$ cat src/rtl/rtcsc_pkg.sv
// Package with shared constants, codes and types for the RTC field/epoch seconds converter.
package rtcsc_pkg;

	// Number of register stages from input transfer to output register.
	localparam int NSTAGE = 9;

	// Calendar constants.
	localparam logic [16:0] SECS_PER_DAY  = 17'd86400;
	localparam logic [11:0] SECS_PER_HOUR = 12'd3600;
	localparam logic [5:0]  SECS_PER_MIN  = 6'd60;
	localparam logic [15:0] DAY_OFFSET    = 16'd10957;
	localparam logic [15:0] DAY_MAX       = 16'd16383;
	localparam logic [31:0] EPOCH_OFFSET_SECS = 32'(64'd10957 * 64'd86400);

	// Reciprocal constants for division by a constant. The quotient taken from
	// the product is low by at most one and is corrected by one compare.
	// The day divider works on seconds shifted right by 7 (86400 = 128 * 675).
	localparam int K_DAY  = 35;
	localparam logic [25:0] M_DAY  = 26'((64'd1 << K_DAY) / 64'd675);
	localparam int K_HOUR = 28;
	localparam logic [16:0] M_HOUR = 17'((64'd1 << K_HOUR) / 64'd3600);
	localparam int K_MIN  = 16;
	localparam logic [10:0] M_MIN  = 11'((64'd1 << K_MIN) / 64'd60);

	// Result status codes.
	typedef enum logic [1:0] {
		ST_OK          = 2'd0,
		ST_BEFORE_2000 = 2'd1,
		ST_OVERFLOW    = 2'd2
	} status_t;

	// Per-stage load enables from the pipeline control to the datapath.
	typedef struct packed {
		logic [NSTAGE-1:0] load;
	} pipe_ctrl_t;

endpackage

$ cat src/rtl/rtcsc_datapath.sv
// Pipelined datapath of the RTC field/epoch seconds converter.
module rtcsc_datapath import rtcsc_pkg::*; (
	input  logic        clk,
	input  pipe_ctrl_t  ctrl,
	input  logic        mode,
	input  logic [31:0] epoch_seconds,
	input  logic [6:0]  half_second_units,
	input  logic [5:0]  minute_in,
	input  logic [4:0]  hour_in,
	input  logic [13:0] day_in,
	output logic [31:0] seconds_out,
	output logic [6:0]  half_second_out,
	output logic [5:0]  minute_out,
	output logic [4:0]  hour_out,
	output logic [13:0] day_out,
	output logic [1:0]  status
);

	// Stage 1 registers.
	logic        mode_s1;
	logic [31:0] secs_s1;
	logic [30:0] pday_s1;
	logic [16:0] phr_s1;
	logic [11:0] pmin_s1;
	logic [5:0]  sec0_s1;
	logic [50:0] pq_s1;

	// Stage 2 registers.
	logic        mode_s2;
	logic [31:0] secs_s2;
	logic [31:0] suma_s2;
	logic [17:0] sumb_s2;
	logic [15:0] q0_s2;
	logic [31:0] qm_s2;

	// Stage 3 registers.
	logic        mode_s3;
	logic [31:0] seconds_s3;
	logic [15:0] whole_s3;
	logic [16:0] hms_s3;

	// Stage 4 registers.
	logic        mode_s4;
	logic [31:0] seconds_s4;
	status_t     st_s4;
	logic [13:0] day_s4;
	logic [16:0] hms_s4;
	logic [33:0] ph_s4;

	// Stage 5 registers.
	logic        mode_s5;
	logic [31:0] seconds_s5;
	status_t     st_s5;
	logic [13:0] day_s5;
	logic [16:0] hms_s5;
	logic [5:0]  h0_s5;
	logic [16:0] hm_s5;

	// Stage 6 registers.
	logic        mode_s6;
	logic [31:0] seconds_s6;
	status_t     st_s6;
	logic [13:0] day_s6;
	logic [4:0]  hour_s6;
	logic [11:0] rem_s6;

	// Stage 7 registers.
	logic        mode_s7;
	logic [31:0] seconds_s7;
	status_t     st_s7;
	logic [13:0] day_s7;
	logic [4:0]  hour_s7;
	logic [11:0] rem_s7;
	logic [22:0] pm_s7;

	// Stage 8 registers.
	logic        mode_s8;
	logic [31:0] seconds_s8;
	status_t     st_s8;
	logic [13:0] day_s8;
	logic [4:0]  hour_s8;
	logic [11:0] rem_s8;
	logic [6:0]  m0_s8;
	logic [11:0] mm_s8;

	// Stage 9 (output) registers.
	logic [31:0] seconds_s9;
	logic [6:0]  half_s9;
	logic [5:0]  minute_s9;
	logic [4:0]  hour_s9;
	logic [13:0] day_s9;
	status_t     st_s9;

	// Combinational helpers.
	logic [17:0] diff_day;
	logic [15:0] whole_fix;
	logic [16:0] hms_fix;
	logic [15:0] day_full;
	status_t     st_chk;
	logic [16:0] diff_hr;
	logic [4:0]  hour_fix;
	logic [11:0] rem_fix;
	logic [11:0] diff_min;
	logic [5:0]  minute_fix;
	logic [5:0]  sec_fix;

	// Stage 1: mode 0 products and the day reciprocal product for mode 1.
	always_ff @(posedge clk) begin
		if (ctrl.load[0]) begin
			mode_s1 <= mode;
			secs_s1 <= epoch_seconds;
			pday_s1 <= 31'(day_in) * 31'(SECS_PER_DAY);
			phr_s1  <= 17'(hour_in) * 17'(SECS_PER_HOUR);
			pmin_s1 <= 12'(minute_in) * 12'(SECS_PER_MIN);
			sec0_s1 <= half_second_units[6:1];
			pq_s1   <= 51'(epoch_seconds[31:7]) * 51'(M_DAY);
		end
	end

	// Stage 2: partial sums for mode 0, estimated day count times seconds per day.
	always_ff @(posedge clk) begin
		if (ctrl.load[1]) begin
			mode_s2 <= mode_s1;
			secs_s2 <= secs_s1;
			suma_s2 <= 32'(pday_s1) + EPOCH_OFFSET_SECS;
			sumb_s2 <= 18'(phr_s1) + 18'(pmin_s1) + 18'(sec0_s1);
			q0_s2   <= pq_s1[50:K_DAY];
			qm_s2   <= 32'(pq_s1[50:K_DAY]) * 32'(SECS_PER_DAY);
		end
	end

	// Correct the day estimate by one when the remainder reaches a full day.
	always_comb begin
		diff_day = 18'(secs_s2 - qm_s2);
		if (diff_day >= 18'(SECS_PER_DAY)) begin
			whole_fix = q0_s2 + 16'd1;
			hms_fix   = 17'(diff_day - 18'(SECS_PER_DAY));
		end else begin
			whole_fix = q0_s2;
			hms_fix   = 17'(diff_day);
		end
	end

	// Stage 3: final mode 0 sum, whole days and seconds within the day.
	always_ff @(posedge clk) begin
		if (ctrl.load[2]) begin
			mode_s3    <= mode_s2;
			seconds_s3 <= suma_s2 + 32'(sumb_s2);
			whole_s3   <= whole_fix;
			hms_s3     <= hms_fix;
		end
	end

	// Range check of the day count against the clock's 14-bit window.
	always_comb begin
		day_full = whole_s3 - DAY_OFFSET;
		if (whole_s3 < DAY_OFFSET) begin
			st_chk = ST_BEFORE_2000;
		end else if (day_full > DAY_MAX) begin
			st_chk = ST_OVERFLOW;
		end else begin
			st_chk = ST_OK;
		end
	end

	// Stage 4: status, day field and the hour reciprocal product.
	always_ff @(posedge clk) begin
		if (ctrl.load[3]) begin
			mode_s4    <= mode_s3;
			seconds_s4 <= seconds_s3;
			st_s4      <= st_chk;
			day_s4     <= day_full[13:0];
			hms_s4     <= hms_s3;
			ph_s4      <= 34'(hms_s3) * 34'(M_HOUR);
		end
	end

	// Stage 5: estimated hour times seconds per hour.
	always_ff @(posedge clk) begin
		if (ctrl.load[4]) begin
			mode_s5    <= mode_s4;
			seconds_s5 <= seconds_s4;
			st_s5      <= st_s4;
			day_s5     <= day_s4;
			hms_s5     <= hms_s4;
			h0_s5      <= ph_s4[33:K_HOUR];
			hm_s5      <= 17'(ph_s4[33:K_HOUR]) * 17'(SECS_PER_HOUR);
		end
	end

	// Correct the hour estimate and form the seconds within the hour.
	always_comb begin
		diff_hr = hms_s5 - hm_s5;
		if (diff_hr >= 17'(SECS_PER_HOUR)) begin
			hour_fix = 5'(h0_s5 + 6'd1);
			rem_fix  = 12'(diff_hr - 17'(SECS_PER_HOUR));
		end else begin
			hour_fix = 5'(h0_s5);
			rem_fix  = 12'(diff_hr);
		end
	end

	// Stage 6: hour field and seconds within the hour.
	always_ff @(posedge clk) begin
		if (ctrl.load[5]) begin
			mode_s6    <= mode_s5;
			seconds_s6 <= seconds_s5;
			st_s6      <= st_s5;
			day_s6     <= day_s5;
			hour_s6    <= hour_fix;
			rem_s6     <= rem_fix;
		end
	end

	// Stage 7: minute reciprocal product.
	always_ff @(posedge clk) begin
		if (ctrl.load[6]) begin
			mode_s7    <= mode_s6;
			seconds_s7 <= seconds_s6;
			st_s7      <= st_s6;
			day_s7     <= day_s6;
			hour_s7    <= hour_s6;
			rem_s7     <= rem_s6;
			pm_s7      <= 23'(rem_s6) * 23'(M_MIN);
		end
	end

	// Stage 8: estimated minute times sixty.
	always_ff @(posedge clk) begin
		if (ctrl.load[7]) begin
			mode_s8    <= mode_s7;
			seconds_s8 <= seconds_s7;
			st_s8      <= st_s7;
			day_s8     <= day_s7;
			hour_s8    <= hour_s7;
			rem_s8     <= rem_s7;
			m0_s8      <= pm_s7[22:K_MIN];
			mm_s8      <= 12'(pm_s7[22:K_MIN]) * 12'(SECS_PER_MIN);
		end
	end

	// Correct the minute estimate and form the second within the minute.
	always_comb begin
		diff_min = rem_s8 - mm_s8;
		if (diff_min >= 12'(SECS_PER_MIN)) begin
			minute_fix = 6'(m0_s8 + 7'd1);
			sec_fix    = 6'(diff_min - 12'(SECS_PER_MIN));
		end else begin
			minute_fix = 6'(m0_s8);
			sec_fix    = 6'(diff_min);
		end
	end

	// Stage 9: select the result fields by mode and status.
	always_ff @(posedge clk) begin
		if (ctrl.load[8]) begin
			if (!mode_s8) begin
				seconds_s9 <= seconds_s8;
				half_s9    <= '0;
				minute_s9  <= '0;
				hour_s9    <= '0;
				day_s9     <= '0;
				st_s9      <= ST_OK;
			end else if (st_s8 != ST_OK) begin
				seconds_s9 <= '0;
				half_s9    <= '0;
				minute_s9  <= '0;
				hour_s9    <= '0;
				day_s9     <= '0;
				st_s9      <= st_s8;
			end else begin
				seconds_s9 <= '0;
				half_s9    <= {sec_fix, 1'b0};
				minute_s9  <= minute_fix;
				hour_s9    <= hour_s8;
				day_s9     <= day_s8;
				st_s9      <= ST_OK;
			end
		end
	end

	// Output fields come straight from the last stage.
	assign seconds_out     = seconds_s9;
	assign half_second_out = half_s9;
	assign minute_out      = minute_s9;
	assign hour_out        = hour_s9;
	assign day_out         = day_s9;
	assign status          = st_s9;

endmodule

$ cat src/rtl/rtc_fields_seconds_convert_top.sv
// Top level of the RTC field/epoch seconds converter: handshake and pipeline control.
//
// Converts between RTC register fields (half seconds, minute, hour and a 14-bit
// day count from 1 January 2000) and a 32-bit count of seconds since 1970.
// With mode low the fields are combined into seconds_out; with mode high
// epoch_seconds is split into fields and status flags a time before 2000 or a
// day count beyond the 14-bit range (other fields then read zero).
// Both channels use valid/stall: a transfer happens at a rising edge with
// valid high and stall low. Every input transfer gives exactly one output
// transfer, in order.
// Items pass the nine stage registers from input transfer to output valid;
// one item can be taken every cycle while in_stall is low. The stages follow the
// constant divisions by 86400, 3600 and 60 (reciprocal, back multiply, correction).
// When the receiver stalls, the output holds and items behind it close up
// into empty stages; in_stall rises only once every stage holds an item.
// Reset (arst_n low) empties the pipeline at once; no item is in flight after it.
module rtc_fields_seconds_convert_top import rtcsc_pkg::*; (
	input  logic        clk,
	input  logic        arst_n,
	input  logic        in_valid,
	output logic        in_stall,
	input  logic        mode,
	input  logic [31:0] epoch_seconds,
	input  logic [6:0]  half_second_units,
	input  logic [5:0]  minute_in,
	input  logic [4:0]  hour_in,
	input  logic [13:0] day_in,
	output logic        out_valid,
	input  logic        out_stall,
	output logic [31:0] seconds_out,
	output logic [6:0]  half_second_out,
	output logic [5:0]  minute_out,
	output logic [4:0]  hour_out,
	output logic [13:0] day_out,
	output logic [1:0]  status
);

	logic [NSTAGE-1:0] vld_q;
	logic [NSTAGE-1:0] vld_in;
	logic [NSTAGE-1:0] ready;
	pipe_ctrl_t        ctrl;

	// Each stage may take a new item when it is empty or its content moves on.
	always_comb begin
		ready[NSTAGE-1] = !vld_q[NSTAGE-1] || !out_stall;
		for (int k = NSTAGE - 2; k >= 0; k--) begin
			ready[k] = !vld_q[k] || ready[k+1];
		end
	end

	assign vld_in    = {vld_q[NSTAGE-2:0], in_valid};
	assign ctrl.load = ready & vld_in;
	assign in_stall  = !ready[0];
	assign out_valid = vld_q[NSTAGE-1];

	// Valid bits travel with the data through the stages.
	always_ff @(posedge clk or negedge arst_n) begin
		if (!arst_n) begin
			vld_q <= '0;
		end else begin
			for (int k = 0; k < NSTAGE; k++) begin
				if (ready[k]) begin
					vld_q[k] <= vld_in[k];
				end
			end
		end
	end

	rtcsc_datapath u_datapath (
		.clk               (clk),
		.ctrl              (ctrl),
		.mode              (mode),
		.epoch_seconds     (epoch_seconds),
		.half_second_units (half_second_units),
		.minute_in         (minute_in),
		.hour_in           (hour_in),
		.day_in            (day_in),
		.seconds_out       (seconds_out),
		.half_second_out   (half_second_out),
		.minute_out        (minute_out),
		.hour_out          (hour_out),
		.day_out           (day_out),
		.status            (status)
	);

`ifndef ASSERT_OFF
	// An accepted item always lands in the first stage.
	a_enter: assert property (@(posedge clk) disable iff (!arst_n)
		(in_valid && !in_stall) |=> vld_q[0])
		else $error("accepted item did not enter the first stage");

	// The input only stalls when the whole pipeline is full.
	a_full_stall: assert property (@(posedge clk) disable iff (!arst_n)
		in_stall |-> (&vld_q))
		else $error("input stalled while a stage was empty");

	// An error status comes with all other fields zero.
	a_err_zero: assert property (@(posedge clk) disable iff (!arst_n)
		(out_valid && status != ST_OK) |->
		(seconds_out == '0 && half_second_out == '0 && minute_out == '0 &&
		 hour_out == '0 && day_out == '0))
		else $error("error result with nonzero fields");

	// Split time fields stay within their calendar ranges.
	a_ranges: assert property (@(posedge clk) disable iff (!arst_n)
		out_valid |-> (hour_out <= 5'd23 && minute_out <= 6'd59 &&
		half_second_out <= 7'd118 && half_second_out[0] == 1'b0))
		else $error("time field out of range");
`endif

endmodule

$ cat config.mk
export PLATFORM = sky130hd
export DESIGN_NAME = rtc_fields_seconds_convert_top
export DESIGN_NICKNAME = d
export VERILOG_FILES = /design/src/rtl/rtcsc_pkg.sv /design/src/rtl/rtcsc_datapath.sv /design/src/rtl/rtc_fields_seconds_convert_top.sv
export SDC_FILE = /design/constraint.sdc
export NUM_CORES = 2
export LEC_CHECK = 0
export ABC_CLOCK_PERIOD_IN_PS = 6000
export BUFFER_PORTS_ARGS = -buffer_cell sky130_fd_sc_hd__buf_2
export CAP_MARGIN = 20
export CORE_AREA = 2 2 336 338
export CTS_CLUSTER_SIZE = 25
export DETAILED_ROUTE_END_ITERATION = 10
export DIE_AREA = 0 0 338 340
export GPL_ROUTABILITY_DRIVEN = 1
export PLACE_DENSITY = 0.61
export SLEW_MARGIN = 10
export SYNTH_ARGS = -nofsm -noshare
export SYNTH_HDL_FRONTEND = slang
export SYNTH_SLANG_ARGS = --single-unit
$ cat constraint.sdc
create_clock -name clk -period 6 [get_ports clk]
set_clock_uncertainty 0.05 [all_clocks]
set_input_delay 0.9 -clock clk [delete_from_list [all_inputs] [get_ports clk]]
set_output_delay 0.9 -clock clk [all_outputs]
set_load 0.05 [all_outputs]
==> flow_summary.yaml <==
hold_path:
  hold_path.class: "in2async"
timing:
  maxSlewViolCount: 0
  hold_viol: 0
  finalCritPeriodShare: 1.001
  min_period_ns: 6.008
  fmax_ghz: 0.1664
  fin_ws_ns: -0.008313
  setup_viol_count_final: 1
  fin_setup_tns_ns: -0.008313
  worst_pin_slew_ns: 1.062
  rsz0062_at_grt: "yes"
  relSlewSlack: 0.2922
synthesis:
  synth-edff-count: 677
  synth.ff_latch_count: 686
  yosysUniqueCellTypes: 77
  synthCells: 3348
  synth_warnings: 0
  yosysSeqAreaShare: 0.4636
  yosysTopAreaCell: "edfxtp_1"
  avgSynthCellArea_um2: 13.24
  syn_nets: 4427
  async_reset_ff_frac: 0.01312
  synth_ff_type: "edfxtp_1"
  synth_area_leaders: "edfxtp_1 46%, ha_1 21%, fa_1 13%"
  synth_top_area_frac: 0.4585
  netlist_area_um2: 44340
clocking:
  cts_hold_buf: 0
  cts_tree: "built"
  htreeDepth: 3
  clk_latency_ns: 0.61
  path_clk_slew_ns: 0.06
  cts_buffers: 75
  clk_path_buf_depth: 3
  cts_sinks: 686
  cts-root-buf: "clkbuf_16"
route:
  wl_per_cell_um: 15.66
  num_vias: 24855
  routed_wl_um: 81390
  viasPerCell: 4.782
  drc_errors: 0
  firstDrtPassIters: 6
  ant_nets: 0
  drtIter0Drc: 1171
placed_design:
  place_congestion: 0.8279
  hpwl_um: 64020
  io_buffers: 134
  placed_area_um2: 47770
  dp.cells: 5059
global_route:
  grt_pass1_wl_um: 132700
  grtUsageMet3: 0.02023
  grt_use_met2: 0.2380
  grt_pass1_vias: 25438
  grt-ovfl-total: 0
  grt_usage: 0.1454
  antenna_found_initial: 8
  grt_max_degree: 74
  grt.busiest_layer: "met2"
  use_met1: 0.2042
floorplan:
  die-area_um2: 114900
  dieHeight_um: 340
  row_count: 123
  initial_utilization: 0.3974
  core_area_um2: 111600
  io-pin-count: 137
  die_w_um: 338
final_layout:
  final_core_util: 0.4532
  drive_above_1_share: 0.1252
  fin_area_um2: 50570
  fin_cells: 5198
  area_growth_pct: 14.04
  antenna_cells: 0
  fin_nets: 4718
critical_path:
  worstPathArrival_ns: 6.30
  end_kind: "register"
  path_class: "in2reg"
  start_kind: "input port"
  crit_fanout: 5
  worstPathRequired_ns: 6.29
  reg2reg_slack_ns: 0.40
status:
  outcome: "finished, violations left"
  violations: "setup timing"
run:
  drv_cap: 0
[critical path, cell delays in order]
cell and delay, ns:
buf_12 0.11, fa_2 0.41, ha_4 0.28, inv_2 0.03
fa_2 0.54, fa_1 0.43, fa_1 0.49, inv_1 0.05
fa_1 0.48, inv_1 0.06, fa_1 0.52, inv_2 0.05
ha_4 0.27, nand4_1 0.16, nor3_2 0.28, a2111oi_4 0.09
o22ai_4 0.27, a211oi_2 0.14, buf_4 0.16, o21ai_4 0.16
nand4_1 0.14, a31oi_1 0.18, o32ai_2 0.09
[final cells by class]
type	instances	area, µm²
timing repair buffer	244	1573
inverter	552	2072
fill	10027	61010
sequential	686	20550
tap	1500	1877
multi-input combinational	2080	22050
clock inverter	45	461.7
clock buffer	91	1979
[cell families (layout without fill, tap and decap cells)]
family | count (synthesis) | in the layout | share of synthesized area
compound gates | 398 | 398 | 0.06011
mux | 8 | 8 | 0.001862
xor+xnor | 183 | 183 | 0.03632
buf+inv | 582 | 932 | 0.04966
fa+ha+maj | 1010 | 1010 | 0.3321
flops | 686 | 686 | 0.4636
simple gates | 480 | 480 | 0.05632
other cells | 1 | 1 | 0.00008457
[cell usage after synthesis (14+ instances only)]
master / instances
xnor2_1: 124
o21a_1: 26
nand4_1: 18
clkbuf_1: 23
o21bai_1: 30
nor3_1: 33
nand3_1: 57
nand2_1: 91
nor2_1: 93
or2_2: 14
a21oi_1: 106
and2_1: 19
a21o_1: 37
xor2_1: 58
a221oi_1: 19
and3_1: 43
nor2b_1: 50
ha_1: 732
fa_1: 278
inv_1: 552
edfxtp_1: 677
o211ai_1: 19
o21ai_0: 55
[per-layer routing]
metal / vias up / routed length [µm]
met2: 339 / 38040
met3: 103 / 2846
met1: 12034 / 38890
li1: 12373 / -
met5: - / 43
met4: 6 / 1578
[what timing repair did]
action                     4_1_cts  5_1_grt
buffers inserted                 0        3
pin swaps                        3       54
gates resized for setup          2       70
setup endpoints to repair        5       15
[final timing paths]
| path | startpoint | cells after the start | endpoint |
|---|---|---|---|
| max | epoch_seconds[14] | 23 | u_datapath.pq_s1[46] |
| min | arst_n | 1 | vld_q[8] |
| max reg2reg | u_datapath.hms_s3[5] | 18 | u_datapath.ph_s4[33] |
| min reg2reg | u_datapath.hms_s4[15] | 0 | u_datapath.hms_s5[15] |
| max in group asynchronous | arst_n | 1 | vld_q[2] |
| min in group clk | u_datapath.hms_s4[15] | 0 | u_datapath.hms_s5[15] |
[sequential cells by signal, indices dropped and copies added (netlist names), 16 cells and up]
name and count:
u_datapath.seconds_out 32, u_datapath.seconds_s3 32, u_datapath.seconds_s4 32, u_datapath.seconds_s5 32
u_datapath.seconds_s6 32, u_datapath.seconds_s7 32, u_datapath.seconds_s8 32, u_datapath.suma_s2 25
u_datapath.pday_s1 24, u_datapath.secs_s1 18, u_datapath.secs_s2 18, u_datapath.sumb_s2 18
u_datapath.hms_s3 17, u_datapath.hms_s5 17, u_datapath.pq_s1 16, u_datapath.q0_s2 16
u_datapath.whole_s3 16
[layout by cell type, fill, tap and decap left out, types with 17 or more instances in the layout]
cell,netlist,final
fa_1,278,257
clkinv_1,0,17
buf_2,5,123
o21bai_1,30,30
nand4_1,18,18
xnor2_1,124,124
and3_1,43,43
ha_1,732,717
nor2_1,93,93
nor2b_1,50,48
buf_4,1,110
a21oi_1,106,98
nand2_1,91,90
nor3_1,33,31
clkbuf_16,0,77
fa_2,0,21
nand3_1,57,56
o211ai_1,19,19
a21o_1,37,37
o21a_1,26,26
inv_1,552,539
o21ai_0,55,52
xor2_1,58,58
a221oi_1,19,19
edfxtp_1,677,677
[metrics by stage]
stage / setup WS (ns) / hold WS (ns)
2_1_floorplan: -0.1211 / 0.3503
3_3_place_gp: -0.6167 / 0.3500
3_5_place_dp: -0.6714 / 0.3545
4_1_cts: 0.008235 / 0.03967
5_1_grt: -0.1785 / 0.06496
6_report: -0.008313 / 0.07493
Power is not shown: default switching activity piles up to over one toggle a cycle in this logic, so the estimate is an artifact.
